==> config.mk <==
export PLATFORM = sky130hd
export DESIGN_NAME = bulk_ping_pong_buffer_manager
export DESIGN_NICKNAME = d
export VERILOG_FILES = /design/src/rtl/core/bppb_pkg.sv /design/src/rtl/core/bppb_core.sv /design/src/rtl/core/bppb_outq.sv /design/src/rtl/core/bulk_ping_pong_buffer_manager.sv
export SDC_FILE = /design/constraint.sdc
export NUM_CORES = 1
export LEC_CHECK = 0
export ABC_AREA = 0
export BUFFER_PORTS_ARGS = -buffer_cell sky130_fd_sc_hd__buf_2
export CAP_MARGIN = 0
export CELL_PAD_IN_SITES_DETAIL_PLACEMENT = 1
export CELL_PAD_IN_SITES_GLOBAL_PLACEMENT = 1
export CORE_UTILIZATION = 47
export CTS_CLUSTER_DIAMETER = 150
export CTS_CLUSTER_SIZE = 14
export DETAILED_ROUTE_END_ITERATION = 6
export GPL_TIMING_DRIVEN = 0
export HOLD_SLACK_MARGIN = 0.06
export PLACE_DENSITY = 0.91
export SLEW_MARGIN = 40
export SYNTH_ARGS = -nofsm -noshare
export SYNTH_HDL_FRONTEND = slang
export SYNTH_SLANG_ARGS = --single-unit
export TNS_END_PERCENT = 50
==> constraint.sdc <==
create_clock -name clk -period 4.42 [get_ports clk]
set_clock_uncertainty 0.2 [all_clocks]
set_input_delay 0.221 -clock clk [delete_from_list [all_inputs] [get_ports clk]]
set_output_delay 0.221 -clock clk [all_outputs]
set_load 0.05 [all_outputs]
==> src/rtl/core/bppb_pkg.sv <==
// Shared types and constants of the bulk ping-pong buffer manager.
package bppb_pkg;

	localparam int PACKET_BYTES = 64;
	localparam int LEN_W = 7;
	localparam int ACT_W = 3;
	localparam logic [LEN_W-1:0] PKT_LEN = LEN_W'(PACKET_BYTES);

	localparam logic [ACT_W-1:0] ACT_BUS_RESET = 3'd0;
	localparam logic [ACT_W-1:0] ACT_DECONFIG = 3'd1;
	localparam logic [ACT_W-1:0] ACT_CONFIG = 3'd2;
	localparam logic [ACT_W-1:0] ACT_RX_ACQUIRE = 3'd3;
	localparam logic [ACT_W-1:0] ACT_TX_ACQUIRE = 3'd4;
	localparam logic [ACT_W-1:0] ACT_TX_FLUSH = 3'd5;
	localparam logic [ACT_W-1:0] ACT_IN_DONE = 3'd6;
	localparam logic [ACT_W-1:0] ACT_OUT_DONE = 3'd7;

	typedef struct packed {
		logic [ACT_W-1:0] action;
		logic [LEN_W-1:0] rx_remaining;
		logic [LEN_W-1:0] tx_remaining;
		logic             done_odd;
		logic [LEN_W-1:0] received_count;
	} item_t;

	typedef struct packed {
		logic             arm_valid;
		logic             arm_in;
		logic             arm_odd;
		logic             arm_toggle;
		logic [LEN_W-1:0] arm_length;
		logic             slice_valid;
		logic             slice_odd;
		logic [LEN_W-1:0] slice_length;
		logic             zero_length_needed;
		logic             last;
	} res_t;

	typedef struct packed {
		logic valid;
		logic two;
		res_t r0;
		res_t r1;
	} push_t;

	function automatic logic [LEN_W-1:0] sat_len(input logic [LEN_W-1:0] v);
		return (v > PKT_LEN) ? PKT_LEN : v;
	endfunction

endpackage

==> src/rtl/core/bppb_core.sv <==
// Endpoint flag state and combinational event evaluation.
module bppb_core import bppb_pkg::*; (
	input  logic  clk,
	input  logic  arst_n,
	input  logic  fire,
	input  item_t item,
	output push_t push
);

	typedef logic [5:0] flags_t;

	localparam int F_CPU_DTS = 0;
	localparam int F_CPU_ODD = 1;
	localparam int F_SIE_DTS = 2;
	localparam int F_SIE_ODD = 3;
	localparam int F_BUF0_OWNED = 4;
	localparam int F_BUF1_OWNED = 5;

	flags_t in_q, out_q, in_n, out_n;
	logic [1:0] rx_q, tx_q, rx_n, tx_n;
	logic zlp_q, zlp_n;
	logic [1:0][LEN_W-1:0] cnt_q, cnt_n;
	logic [LEN_W-1:0] tx_rem, fl_len;
	res_t fl_res, r0, r1;
	flags_t fl_flags;
	logic two;

	function automatic flags_t sync_flags(input flags_t f);
		return {2'b00, f[F_SIE_ODD:F_SIE_DTS], f[F_SIE_ODD:F_SIE_DTS]};
	endfunction

	function automatic logic [1:0] pick_slice(input flags_t f);
		logic [1:0] s;
		if (f[F_CPU_ODD] && !f[F_BUF1_OWNED]) begin
			s = 2'b11;
		end else if (!f[F_BUF0_OWNED]) begin
			s = 2'b01;
		end else begin
			s = 2'b00;
		end
		return s;
	endfunction

	function automatic res_t arm_res(input flags_t f, input logic is_in,
			input logic [LEN_W-1:0] len);
		res_t r;
		r = '0;
		r.arm_valid = 1'b1;
		r.arm_in = is_in;
		r.arm_odd = f[F_CPU_ODD];
		r.arm_toggle = f[F_CPU_DTS];
		r.arm_length = len;
		return r;
	endfunction

	function automatic flags_t arm_flags(input flags_t f);
		flags_t g;
		g = f;
		if (f[F_CPU_ODD]) begin
			g[F_BUF1_OWNED] = 1'b1;
		end else begin
			g[F_BUF0_OWNED] = 1'b1;
		end
		g[F_CPU_ODD] = ~f[F_CPU_ODD];
		g[F_CPU_DTS] = ~f[F_CPU_DTS];
		return g;
	endfunction

	function automatic flags_t complete(input flags_t f, input logic odd);
		flags_t g;
		g = f;
		g[F_SIE_ODD] = ~f[F_SIE_ODD];
		g[F_SIE_DTS] = ~f[F_SIE_DTS];
		if (odd) begin
			g[F_BUF1_OWNED] = 1'b0;
		end else begin
			g[F_BUF0_OWNED] = 1'b0;
		end
		return g;
	endfunction

	always_comb begin
		tx_rem = sat_len(item.tx_remaining);
		fl_len = PKT_LEN - tx_rem;
		fl_res = arm_res(in_q, 1'b1, fl_len);
		fl_flags = arm_flags(in_q);
	end

	always_comb begin
		in_n = in_q;
		out_n = out_q;
		rx_n = rx_q;
		tx_n = tx_q;
		zlp_n = zlp_q;
		cnt_n = cnt_q;
		r0 = '0;
		r1 = '0;
		two = 1'b0;
		unique case (item.action)
			ACT_BUS_RESET: begin
				in_n = '0;
				out_n = '0;
				rx_n = '0;
				tx_n = '0;
				zlp_n = 1'b0;
				cnt_n = '0;
			end
			ACT_DECONFIG: begin
				in_n = sync_flags(in_q);
				out_n = sync_flags(out_q);
				rx_n = '0;
				tx_n = '0;
				zlp_n = 1'b0;
			end
			ACT_CONFIG: begin
				in_n = sync_flags(in_q);
				out_n = sync_flags(out_q);
				in_n[F_CPU_DTS] = 1'b0;
				in_n[F_SIE_DTS] = 1'b0;
				out_n[F_CPU_DTS] = 1'b0;
				out_n[F_SIE_DTS] = 1'b0;
				rx_n = '0;
				tx_n = '0;
				zlp_n = 1'b0;
				r0 = arm_res(out_n, 1'b0, PKT_LEN);
				out_n = arm_flags(out_n);
				r1 = arm_res(out_n, 1'b0, PKT_LEN);
				out_n = arm_flags(out_n);
				two = 1'b1;
			end
			ACT_RX_ACQUIRE: begin
				if (!rx_q[0]) begin
					rx_n = pick_slice(out_q);
				end else if (item.rx_remaining == '0) begin
					r0 = arm_res(out_q, 1'b0, PKT_LEN);
					out_n = arm_flags(out_q);
					rx_n = pick_slice(out_n);
				end
				if (rx_n[0]) begin
					r0.slice_valid = 1'b1;
					r0.slice_odd = rx_n[1];
					r0.slice_length = cnt_q[rx_n[1]];
				end
			end
			ACT_TX_ACQUIRE: begin
				if (!tx_q[0]) begin
					tx_n = pick_slice(in_q);
					r0.slice_length = PKT_LEN;
				end else if (item.tx_remaining == '0) begin
					r0 = fl_res;
					in_n = fl_flags;
					zlp_n = (fl_len == PKT_LEN);
					tx_n = pick_slice(fl_flags);
					r0.slice_length = PKT_LEN;
				end else begin
					r0.slice_length = tx_rem;
				end
				if (tx_n[0]) begin
					r0.slice_valid = 1'b1;
					r0.slice_odd = tx_n[1];
				end else begin
					r0.slice_length = '0;
				end
			end
			ACT_TX_FLUSH: begin
				if (tx_q[0]) begin
					r0 = fl_res;
					in_n = fl_flags;
					zlp_n = (fl_len == PKT_LEN);
					tx_n = pick_slice(fl_flags);
					if (tx_n[0]) begin
						r0.slice_valid = 1'b1;
						r0.slice_odd = tx_n[1];
						r0.slice_length = PKT_LEN;
					end
				end
			end
			ACT_IN_DONE: begin
				in_n = complete(in_q, item.done_odd);
			end
			ACT_OUT_DONE: begin
				out_n = complete(out_q, item.done_odd);
				cnt_n[item.done_odd] = sat_len(item.received_count);
			end
			default: begin
				in_n = in_q;
			end
		endcase
		r0.zero_length_needed = zlp_n;
		r1.zero_length_needed = zlp_n;
		r0.last = ~two;
		r1.last = 1'b1;
	end

	always_ff @(posedge clk or negedge arst_n) begin
		if (!arst_n) begin
			in_q <= '0;
			out_q <= '0;
			rx_q <= '0;
			tx_q <= '0;
			zlp_q <= 1'b0;
		end else if (fire) begin
			in_q <= in_n;
			out_q <= out_n;
			rx_q <= rx_n;
			tx_q <= tx_n;
			zlp_q <= zlp_n;
		end
	end

	always_ff @(posedge clk) begin
		if (fire) begin
			cnt_q <= cnt_n;
		end
	end

	assign push.valid = fire;
	assign push.two = two;
	assign push.r0 = r0;
	assign push.r1 = r1;

`ifndef ASSERT_OFF
	a_rx_odd_needs_valid: assert property (@(posedge clk) disable iff (!arst_n)
		rx_q[1] |-> rx_q[0]) else $error("Receive slice marked odd without being held.");
	a_tx_odd_needs_valid: assert property (@(posedge clk) disable iff (!arst_n)
		tx_q[1] |-> tx_q[0]) else $error("Transmit slice marked odd without being held.");
	a_bus_reset_clears: assert property (@(posedge clk) disable iff (!arst_n)
		fire && item.action == ACT_BUS_RESET |=> in_q == '0 && out_q == '0 && !zlp_q)
		else $error("Bus reset left endpoint flags set.");
`endif

endmodule

==> src/rtl/core/bppb_outq.sv <==
// Two-entry result queue that decouples evaluation from the result channel.
module bppb_outq import bppb_pkg::*; (
	input  logic       clk,
	input  logic       arst_n,
	input  push_t      push,
	input  logic       out_stall,
	output logic       out_valid,
	output logic [1:0] room,
	output res_t       head
);

	res_t ent_q [2];
	res_t e0, e1;
	logic [1:0] cnt_q, cnt_n;
	logic pop;

	assign out_valid = (cnt_q != 2'd0);
	assign pop = out_valid && !out_stall;
	assign room = 2'd2 - cnt_q + {1'b0, pop};
	assign head = ent_q[0];

	always_comb begin
		e0 = ent_q[0];
		e1 = ent_q[1];
		cnt_n = cnt_q;
		if (pop) begin
			e0 = ent_q[1];
			cnt_n = cnt_q - 2'd1;
		end
		if (push.valid) begin
			if (cnt_n == 2'd0) begin
				e0 = push.r0;
				e1 = push.r1;
			end else begin
				e1 = push.r0;
			end
			cnt_n = cnt_n + (push.two ? 2'd2 : 2'd1);
		end
	end

	always_ff @(posedge clk or negedge arst_n) begin
		if (!arst_n) begin
			cnt_q <= 2'd0;
		end else begin
			cnt_q <= cnt_n;
		end
	end

	always_ff @(posedge clk) begin
		ent_q[0] <= e0;
		ent_q[1] <= e1;
	end

`ifndef ASSERT_OFF
	a_cnt_range: assert property (@(posedge clk) disable iff (!arst_n)
		cnt_q != 2'd3) else $error("Result queue count out of range.");
	a_push_fits: assert property (@(posedge clk) disable iff (!arst_n)
		push.valid |-> room >= (push.two ? 2'd2 : 2'd1))
		else $error("Result queue overflow.");
	a_pair_into_empty: assert property (@(posedge clk) disable iff (!arst_n)
		push.valid && push.two |-> cnt_q == 2'd0 || (cnt_q == 2'd1 && pop))
		else $error("Result pair pushed into occupied queue.");
`endif

endmodule

==> src/rtl/core/bulk_ping_pong_buffer_manager.sv <==
// Top level of the bulk IN/OUT ping-pong buffer manager.
//
//   channel   handshake            payload
//   input     in_valid/in_stall    action, rx_remaining, tx_remaining, done_odd,
//                                  received_count
//   result    out_valid/out_stall  arm_*, slice_*, zero_length_needed, last
//
// Each event is registered, and that register holds it while the result queue lacks room;
// it is evaluated from that register and its results wait in the result queue to transfer.
// One event is taken every cycle while results drain; a configure event yields two
// results and needs both entries of the result queue.
// A stalled result channel backs up into in_stall once the queue lacks room for an event's results.
// Reset clears all flags and slices; received byte counts hold garbage until
// a bus reset or an OUT completion writes them.
module bulk_ping_pong_buffer_manager import bppb_pkg::*; (
	input  logic             clk,
	input  logic             arst_n,
	input  logic             in_valid,
	output logic             in_stall,
	input  logic [ACT_W-1:0] action,
	input  logic [LEN_W-1:0] rx_remaining,
	input  logic [LEN_W-1:0] tx_remaining,
	input  logic             done_odd,
	input  logic [LEN_W-1:0] received_count,
	output logic             out_valid,
	input  logic             out_stall,
	output logic             arm_valid,
	output logic             arm_in,
	output logic             arm_odd,
	output logic             arm_toggle,
	output logic [LEN_W-1:0] arm_length,
	output logic             slice_valid,
	output logic             slice_odd,
	output logic [LEN_W-1:0] slice_length,
	output logic             zero_length_needed,
	output logic             last
);

	logic valid_s1;
	item_t item_s1;
	logic fire;
	logic [1:0] room;
	logic [1:0] need;
	push_t push;
	res_t head;

	assign need = (item_s1.action == ACT_CONFIG) ? 2'd2 : 2'd1;
	assign fire = valid_s1 && (room >= need);
	assign in_stall = valid_s1 && !fire;

	always_ff @(posedge clk or negedge arst_n) begin
		if (!arst_n) begin
			valid_s1 <= 1'b0;
		end else if (!in_stall) begin
			valid_s1 <= in_valid;
		end
	end

	always_ff @(posedge clk) begin
		if (in_valid && !in_stall) begin
			item_s1.action <= action;
			item_s1.rx_remaining <= rx_remaining;
			item_s1.tx_remaining <= tx_remaining;
			item_s1.done_odd <= done_odd;
			item_s1.received_count <= received_count;
		end
	end

	bppb_core u_core (
		.clk    (clk),
		.arst_n (arst_n),
		.fire   (fire),
		.item   (item_s1),
		.push   (push)
	);

	bppb_outq u_outq (
		.clk       (clk),
		.arst_n    (arst_n),
		.push      (push),
		.out_stall (out_stall),
		.out_valid (out_valid),
		.room      (room),
		.head      (head)
	);

	assign arm_valid = head.arm_valid;
	assign arm_in = head.arm_in;
	assign arm_odd = head.arm_odd;
	assign arm_toggle = head.arm_toggle;
	assign arm_length = head.arm_length;
	assign slice_valid = head.slice_valid;
	assign slice_odd = head.slice_odd;
	assign slice_length = head.slice_length;
	assign zero_length_needed = head.zero_length_needed;
	assign last = head.last;

endmodule

==> impl_summary.txt, run 1 <==
----------------------------------------------------
[Synth]
  Most area-consuming cells after synthesis ... edfxtp_1 (35%), dfrtp_1 (9.6%), dfxtp_1 (8.4%)
  Unique cell type count in the Yosys netlist ... 72
  Leading post-synthesis cells by instance count ... nand2_1 (69), edfxtp_1 (61), nor2_1 (33)
  YS warnings ... 0
  Post-synth EDFFs ... 61
  Mapped Nets ... 531
  Part of the Yosys area used for sequential elements ... 0.532
  Summed instance area of the synthesized netlist ... 5210 um^2
  Number of standard cells after synthesis ... 495
  Flop and latch count out of synthesis ... 103
  Cell with the most instances after synthesis ... nand2_1
  Biggest area consumer among synthesized cells ... edfxtp_1
  Synthesized area per cell ... 10.5 um^2
  Ys async rst share ... 0.194
  Area share of the largest cell type after synthesis ... 0.351
  Primary FF master, synth ... edfxtp_1

[Floorplanning]
  Placeable core region ... 10800 um^2
  Die W ... 107 um
  I/O Pins ... 53
  Height of the die ... 107 um
  Effective utilization at floorplan ... 0.481
  Die Footprint ... 11500 um^2
  Number of rows created at floorplan ... 38

[Critical path]
  Category of the most critical setup path ... reg2reg
  Critical Path Sink Type ... flip-flop
  CP Data Required Time ... 4530 ps
  Crit path from ... u_outq.cnt_q[1]
  Number of cells on the worst reg-to-reg path ... 13
  Minimum setup slack among reg-to-reg paths ... 380 ps
  Worst R2R Start ... u_outq.cnt_q[1]
  Critical path startpoint category ... flip-flop
  Critical-path maximum fanout ... 16
  Arr. time, crit path ... 4150 ps
  Capture point of the worst reg-to-reg path ... u_outq.ent_q[0][5]

[Final layout]
  Post-route cell area ... 6170 um^2
  Area delta synth->final ... 18.3%
  N_diodes ... 0
  Layout cells sized above 1 ... 0.208
  Nets ... 621

[STA]
  Final critical delay including setup and external delays ... 4040 ps
  Worst rel slew slack ... 0.544
  RSZ-0062 raised after global routing ... no
  Max-slew violation count ... 0
  Maximum operating frequency ... 248 MHz
  Total of endpoints with negative setup slack in the final report ... 0
  Slew at the pin closest to its max-slew limit ... 681 ps
  Final Hold Slack ... 92.6 ps
  Number of failing hold endpoints at the final stage ... 0
  Part of the cycle the worst path needs ... 0.914

[CTS]
  Clock-pin transition on the worst setup and hold timing paths ... 100 ps
  Total number of clock tree sinks ... 103
  Buffer type at the clock tree root ... clkbuf_8
  Clock latency on the worst-skew pair ... 390 ps
  CTS H-tree depth ... 3
  Clock tree from TritonCTS ... done
  # Post-CTS Setup Buffers ... 0
  CTS buffer count ... 9
  Number of buffers between clock root and the deepest sink ... 2

[Run status]
  Run status ... finished clean

[Global routing]
  Global-route total usage across every layer ... 0.255
  Global-route wire length before repair ... 22400 um
  Antenna violations before repair ... 0
  Largest net degree at the start of global routing ... 32
  Aggregate global routing overflow ... 0
  Vias in the first global route ... 4411

[Routing]
  Overall routed net length ... 13700 um
  Total number of vias ... 4177
  Number of design-rule violations left by the first detailed-router iteration ... 197
  Routed length per placed instance ... 18.7 um
  DRC Markers ... 0
  Per-cell via count in the routed design ... 5.72
  Number of nets still failing antenna checks after routing ... 0
  Number of detailed-route iterations in the first pass ... 4

[Power]
  Portion of total power attributed to combinational logic ... 0.510
  Worst ir drop on vdd ... 0.366 mV
  Switching Power ... 2230 uW
  Leakage dissipation ... 0.00245 uW
  Ratio of total power to cell area ... 785 nW/um^2
  Switching share of total power ... 0.461
  Overall power after layout ... 4840 uW
  Internal power of the cells ... 2610 uW
  Power share of the sequential group ... 0.362
  Power share of the clock group ... 0.128

[Min path]
  Number of cells traversed by the worst hold path ... 4
  Worst hold path class ... in2reg
  Worst min-delay path endpoint ... u_outq.cnt_q[1]
  Worst hold start ... out_stall

[Place]
  Final GP Congestion ... 0.917
  Number of buffer cells added on primary ports ... 52
  Cell area after placement ... 5680 um^2
  Final HPWL DP ... 9640 um

[Job]
  # Max-Cap Violations ... 0

----------------------------------------------------
how the worst max path moves through the flow:
stage          cells after the start  slack [ps]                  to
5_1_grt                           13         100  u_outq.ent_q[0][5]
6_report                          13         380  u_outq.ent_q[0][5]
3_3_place_gp                      11        -630         item_s1[11]
3_5_place_dp                      14        -430     u_core.out_q[1]
2_1_floorplan                     11         170          item_s1[0]
4_1_cts                           14          30     u_core.out_q[1]
layout make-up:
cell class / instances / area [um^2]
fillers: 1196 / 4670
flip-flops and latches: 103 / 2770
multi-input cells: 340 / 2160
repair buffers: 80 / 546
plain buffers: 35 / 253
well taps: 140 / 175
clock buffers: 10 / 128
clock inverters: 6 / 70.1
inverters: 16 / 67.6
cell families (layout without fill, tap and decap cells):
logic type,count (synthesis),in the layout,synth area share
XOR/XNOR,6,6,0.0101
multiplexers,26,26,0.0511
AND/OR/NAND/NOR,187,187,0.185
flip-flops,103,103,0.532
buffers and inverters,52,147,0.0607
adder cells (fa/ha/maj),7,7,0.0168
AO/OA/AOI/OAI,114,114,0.145
worst max-delay path: stages, from the launching register on:
cell and delay, ps:
dfrtp_1 410, inv_1 60, ha_1 230, nor2_2 280, inv_1 330, ha_1 480, inv_1 90, ha_1 290
a21boi_1 290, o21ai_4 190, nor2_1 270, buf_2 280, nand2_1 270, o21ai_0 270
registers in the layout, indices dropped and copies added (netlist names):
signal / cells
u_core.cnt_q: 14
u_outq.ent_q: 44
u_core.zlp_q: 1
u_core.in_q: 6
valid_s1: 1
item_s1: 25
u_outq.cnt_q: 2
u_core.rx_q: 2
u_core.tx_q: 2
u_core.out_q: 6
timing repair:
action / in CTS / in global routing
hold buffers: 27 / 0
endpoints found under the setup margin: 37 / 40
resized for setup: 4 / 4
endpoints found under the hold margin: 49 / 0
power groups by stage:
stage	Sequential [uW]	Combinational (uW)	Clock, uW
floorplan	1820	1670	0
global placement	1740	2250	0
detailed placement	1780	2400	0
CTS	1760	2450	621
global route	1800	2670	657
finish	1760	2470	618
per-stage QoR:
step	setup WS, ps	util	cells	TNS (ps)
6_report	382	0.569	730	0
5_1_grt	99.5	0.569	730	0
4_1_cts	25.4	0.569	731	0
3_5_place_dp	-435	0.524	688	-7220
3_3_place_gp	-628	0.522	687	-21490
2_1_floorplan	172	-	495	0
placed cells by master (no fill, tap or decap), drive strengths merged, types with 4 or more instances in the layout:
master | synthesis | layout
inv | 15 | 16
xnor2 | 6 | 6
and3 | 8 | 8
ha | 7 | 7
dlygate4sd3 | 0 | 27
nand2 | 69 | 69
or3 | 6 | 6
a31oi | 11 | 11
buf | 24 | 77
dfxtp | 22 | 22
mux2i | 21 | 21
o21ai | 34 | 34
clkinv | 1 | 4
o211ai | 4 | 4
nor2b | 6 | 6
nand3 | 15 | 15
nor2 | 34 | 34
o22ai | 8 | 8
clkbuf | 12 | 21
dfrtp | 20 | 20
a21oi | 21 | 21
o31ai | 4 | 4
nand2b | 16 | 16
mux2 | 5 | 5
or2 | 4 | 4
nor3 | 7 | 7
edfxtp | 61 | 61
a22o | 4 | 4
layer usage:
metal  global-route usage  routed length, um  vias up
met4                0.105                274        0
met1                0.309               5640     2081
met2                0.447               7110      105
met5                    0                  0        -
met3               0.0472                639       23
li1                     -                  -     1968
No activity file was read; power rests on OpenSTA's default activity.
==> run 2, diff against run 1 <==
- CORE_UTILIZATION: 47 -> 38
- CTS_CLUSTER_SIZE: 14 -> unset
- PLACE_DENSITY: 0.91 -> 0.81
- clock period: 4.42 -> 3.6 ns (I/O delays scaled with it)
==> run 2 against run 1 <==
Worst setup slack lost 230 ps. Register-to-register slack lost 230 ps. Core utilization shrank 8.6 points. Clock power grew 60%. Routed wire length grew 3.0%. Die area grew 23%. Via count grew 1.0%. Highest routed layer unchanged.
==> impl_summary.txt, run 2 (synthesis results as in run 1) <==
----------------------------------------------------
[Run status]
  Run status ... finished clean

[STA]
  Total of endpoints with negative setup slack in the final report ... 0 (unchanged)
  Worst rel slew slack ... 0.495 (-0.0490)
  Maximum operating frequency ... 290 MHz (+17%)
  Final critical delay including setup and external delays ... 3440 ps (-593 ps)
  Setup TNS ... 0 ps (unchanged)
  Slew at the pin closest to its max-slew limit ... 754 ps (+73.2 ps)
  Number of failing hold endpoints at the final stage ... 0 (unchanged)
  RSZ-0062 raised after global routing ... no
  Max-slew violation count ... 0 (unchanged)
  Part of the cycle the worst path needs ... 0.957 (+0.0433)

[Floorplanning]
  Die W ... 119 um (+11%)
  I/O Pins ... 53 (unchanged)
  Number of rows created at floorplan ... 42 (+11%)
  Height of the die ... 119 um (+11%)
  Placeable core region ... 13300 um^2 (+23%)
  Die Footprint ... 14200 um^2 (+23%)
  Effective utilization at floorplan ... 0.392 (-0.0888)

[Min path]
  Worst hold path class ... in2async

[Critical path]
  Slowest stage cell on the critical path ... dfrtp_1
  Number of cells on the worst reg-to-reg path ... 13 (unchanged)
  Worst path cell trace ... inv_1 -> ha_2 -> nor2_4 -> clkinvlp_4 -> ha_4 -> inv_1 -> ha_1 -> a21boi_2 -> o21ai_4 -> bufinv_16 -> nand2b_2 -> a21oi_4 -> mux2_2
  Critical Path Sink Type ... flip-flop
  Category of the most critical setup path ... reg2reg
  Worst R2R Start ... u_outq.cnt_q[0]
  CP Data Required Time ... 3650 ps (-880 ps)
  Cell with the most instances on the worst path ... inv_1
  Critical path startpoint category ... flip-flop
  Minimum setup slack among reg-to-reg paths ... 160 ps (-230 ps)
  Capture point of the worst reg-to-reg path ... u_core.out_q[1]
  Arr. time, crit path ... 3490 ps (-660 ps)
  Critical-path maximum fanout ... 31 (+15)
  Largest stage delay on the critical path ... 400 ps (-80 ps)

[Routing]
  Per-cell via count in the routed design ... 5.48 (-4.2%)
  Routed length per placed instance ... 18.3 um (-2.4%)
  Number of design-rule violations left by the first detailed-router iteration ... 272 (+38%)
  Number of nets still failing antenna checks after routing ... 0 (unchanged)
  Highest routed metal layer ... met4
  Overall routed net length ... 14100 um (+3.0%)
  Met2 wirelength from detailed routing ... 7160 um (+0.77%)
  Total number of vias ... 4219 (+1.0%)
  Met3 routed wirelength ... 518 um (-19%)
  Number of detailed-route iterations in the first pass ... 4 (unchanged)
  M1 wire length ... 5960 um (+5.7%)
  DRC Markers ... 0 (unchanged)

[Place]
  Number of buffer cells added on primary ports ... 52 (unchanged)
  Placed Cells incl. Taps ... 723 (+5.1%)
  Final HPWL DP ... 9950 um (+3.2%)
  Final GP Congestion ... 0.848 (-7.5%)

[CTS]
  CTS buffer count ... 9 (unchanged)
  Buffer type at the clock tree root ... clkbuf_16
  Clock latency on the worst-skew pair ... 360 ps (-30 ps)
  Total number of clock tree sinks ... 103 (unchanged)
  Clock-pin transition on the worst setup and hold timing paths ... 70 ps (-30 ps)
  CTS H-tree depth ... 3 (unchanged)
  Number of buffers between clock root and the deepest sink ... 2 (unchanged)
  Clock tree from TritonCTS ... done

[Final layout]
  N_diodes ... 0 (unchanged)
  Area delta synth->final ... 23.3%
  Layout cells sized above 1 ... 0.232 (+0.0238)
  Commonest cells after routing, fill and taps aside ... nand2_1 (67), edfxtp_1 (61), buf_2 (54)
  Largest registers ... u_outq.ent_q (44), item_s1 (25), u_core.cnt_q (14)
  Nets ... 625 (+0.64%)
  Flip-flop count of the largest register after layout ... 44 (unchanged)
  Most common cell after layout, fill and taps aside ... nand2_1
  End-of-flow core utilization ... 0.483 (-0.0857)
  Number of fill cells in the layout ... 1461 (+22%)
  Final cell count without fillers ... 770 (+5.5%)
  Register containing the most flip-flops in the final layout ... u_outq.ent_q

[Global routing]
  Largest net degree at the start of global routing ... 32 (unchanged)
  Antenna violations before repair ... 0 (unchanged)
  Vias in the first global route ... 4439 (+0.63%)
  Global-route total usage across every layer ... 0.208 (-0.0474)
  Aggregate global routing overflow ... 0 (unchanged)
  Global-route wire length before repair ... 22900 um (+2.4%)

[Power]
  Ratio of total power to cell area ... 991 nW/um^2 (+26%)
  Leakage dissipation ... 0.00253 uW (+3.3%)
  Worst ir drop on vdd ... 0.455 mV (+24%)
  Overall power after layout ... 6370 uW (+32%)

[Job]
  # Max-Cap Violations ... 0 (unchanged)

----------------------------------------------------
==> run 2: cell types whose count changed in the layout (fill, tap and decap cells not counted), sizes merged <==
cell / delta
inv: -1
buf: +3
clkbuf: +1
clkinvlp: +1
clkinv: -1
bufinv: +1
==> run 2: worst max path at each step <==
stage	startpoint	to	slack, ps	cells past startpoint
2_1_floorplan	u_outq.cnt_q[1]	item_s1[0]	-8	11
3_3_place_gp	u_outq.cnt_q[1]	u_core.cnt_q[2]	-740	12
3_5_place_dp	u_outq.cnt_q[1]	u_core.cnt_q[6]	-930	12
4_1_cts	u_outq.cnt_q[1]	u_outq.ent_q[0][19]	3	14
5_1_grt	u_outq.cnt_q[0]	u_core.out_q[1]	30	13
6_report	u_outq.cnt_q[0]	u_core.out_q[1]	160	13
==> run 2: metal layers <==
metal | global-route usage | vias to the layer above
li1 | - | 1974
met1 | 0.251 | 2123
met2 | 0.364 | 94
met3 | 0.0412 | 28
met4 | 0.0775 | 0
met5 | 0 | -
==> run 2: cell type report <==
| cell class | count | area (um^2) | area share |
|---|---|---|---|
| clock inverter | 6 | 68.8 | 0.0107 |
| timing repair buffer | 84 | 581 | 0.0903 |
| clock buffer | 10 | 229 | 0.0356 |
| tap | 176 | 220 | 0.0343 |
| multi-input combinational | 340 | 2200 | 0.343 |
| buffer | 35 | 263 | 0.0409 |
| inverter | 16 | 90.1 | 0.0140 |
| sequential | 103 | 2770 | 0.431 |
==> run 2: metrics by stage <==
stage / hold WS (ps) / instance area (um^2) / worst slack [ps]
finish: 132 / 6430 / 155
floorplan: -316 / 5240 / -8.28
global route: 172 / 6430 / 27.0
detailed placement: -22.8 / 5720 / -927
global placement: -26.8 / 5720 / -743
CTS: 132 / 6370 / 3.39
==> run 2: worst max-delay path: cells and delay by family, from the launching register on <==
family,cells,cell delay (ps)
DFF,1,400
adders and majority gates,3,850
muxes,1,350
AOI/OAI and AO/OA,3,530
and+or+nand+nor,2,380
buffers and inverters,4,610
==> run 2: where the power goes <==
part	internal, uW	total (uW)	leakage, uW	switching (uW)
Combinational	1170	3220	0.00136	2050
Clock	544	988	0.000143	444
Sequential	1870	2160	0.00103	295
Total	3580	6370	0.00253	2790
==> run 2: what timing repair did <==
item	in CTS	in global routing
hold buffers	27	0
pin swaps	2	2
setup endpoints to repair	104	62
setup buffers	3	2
gates resized for setup	9	12
hold endpoints to repair	46	0
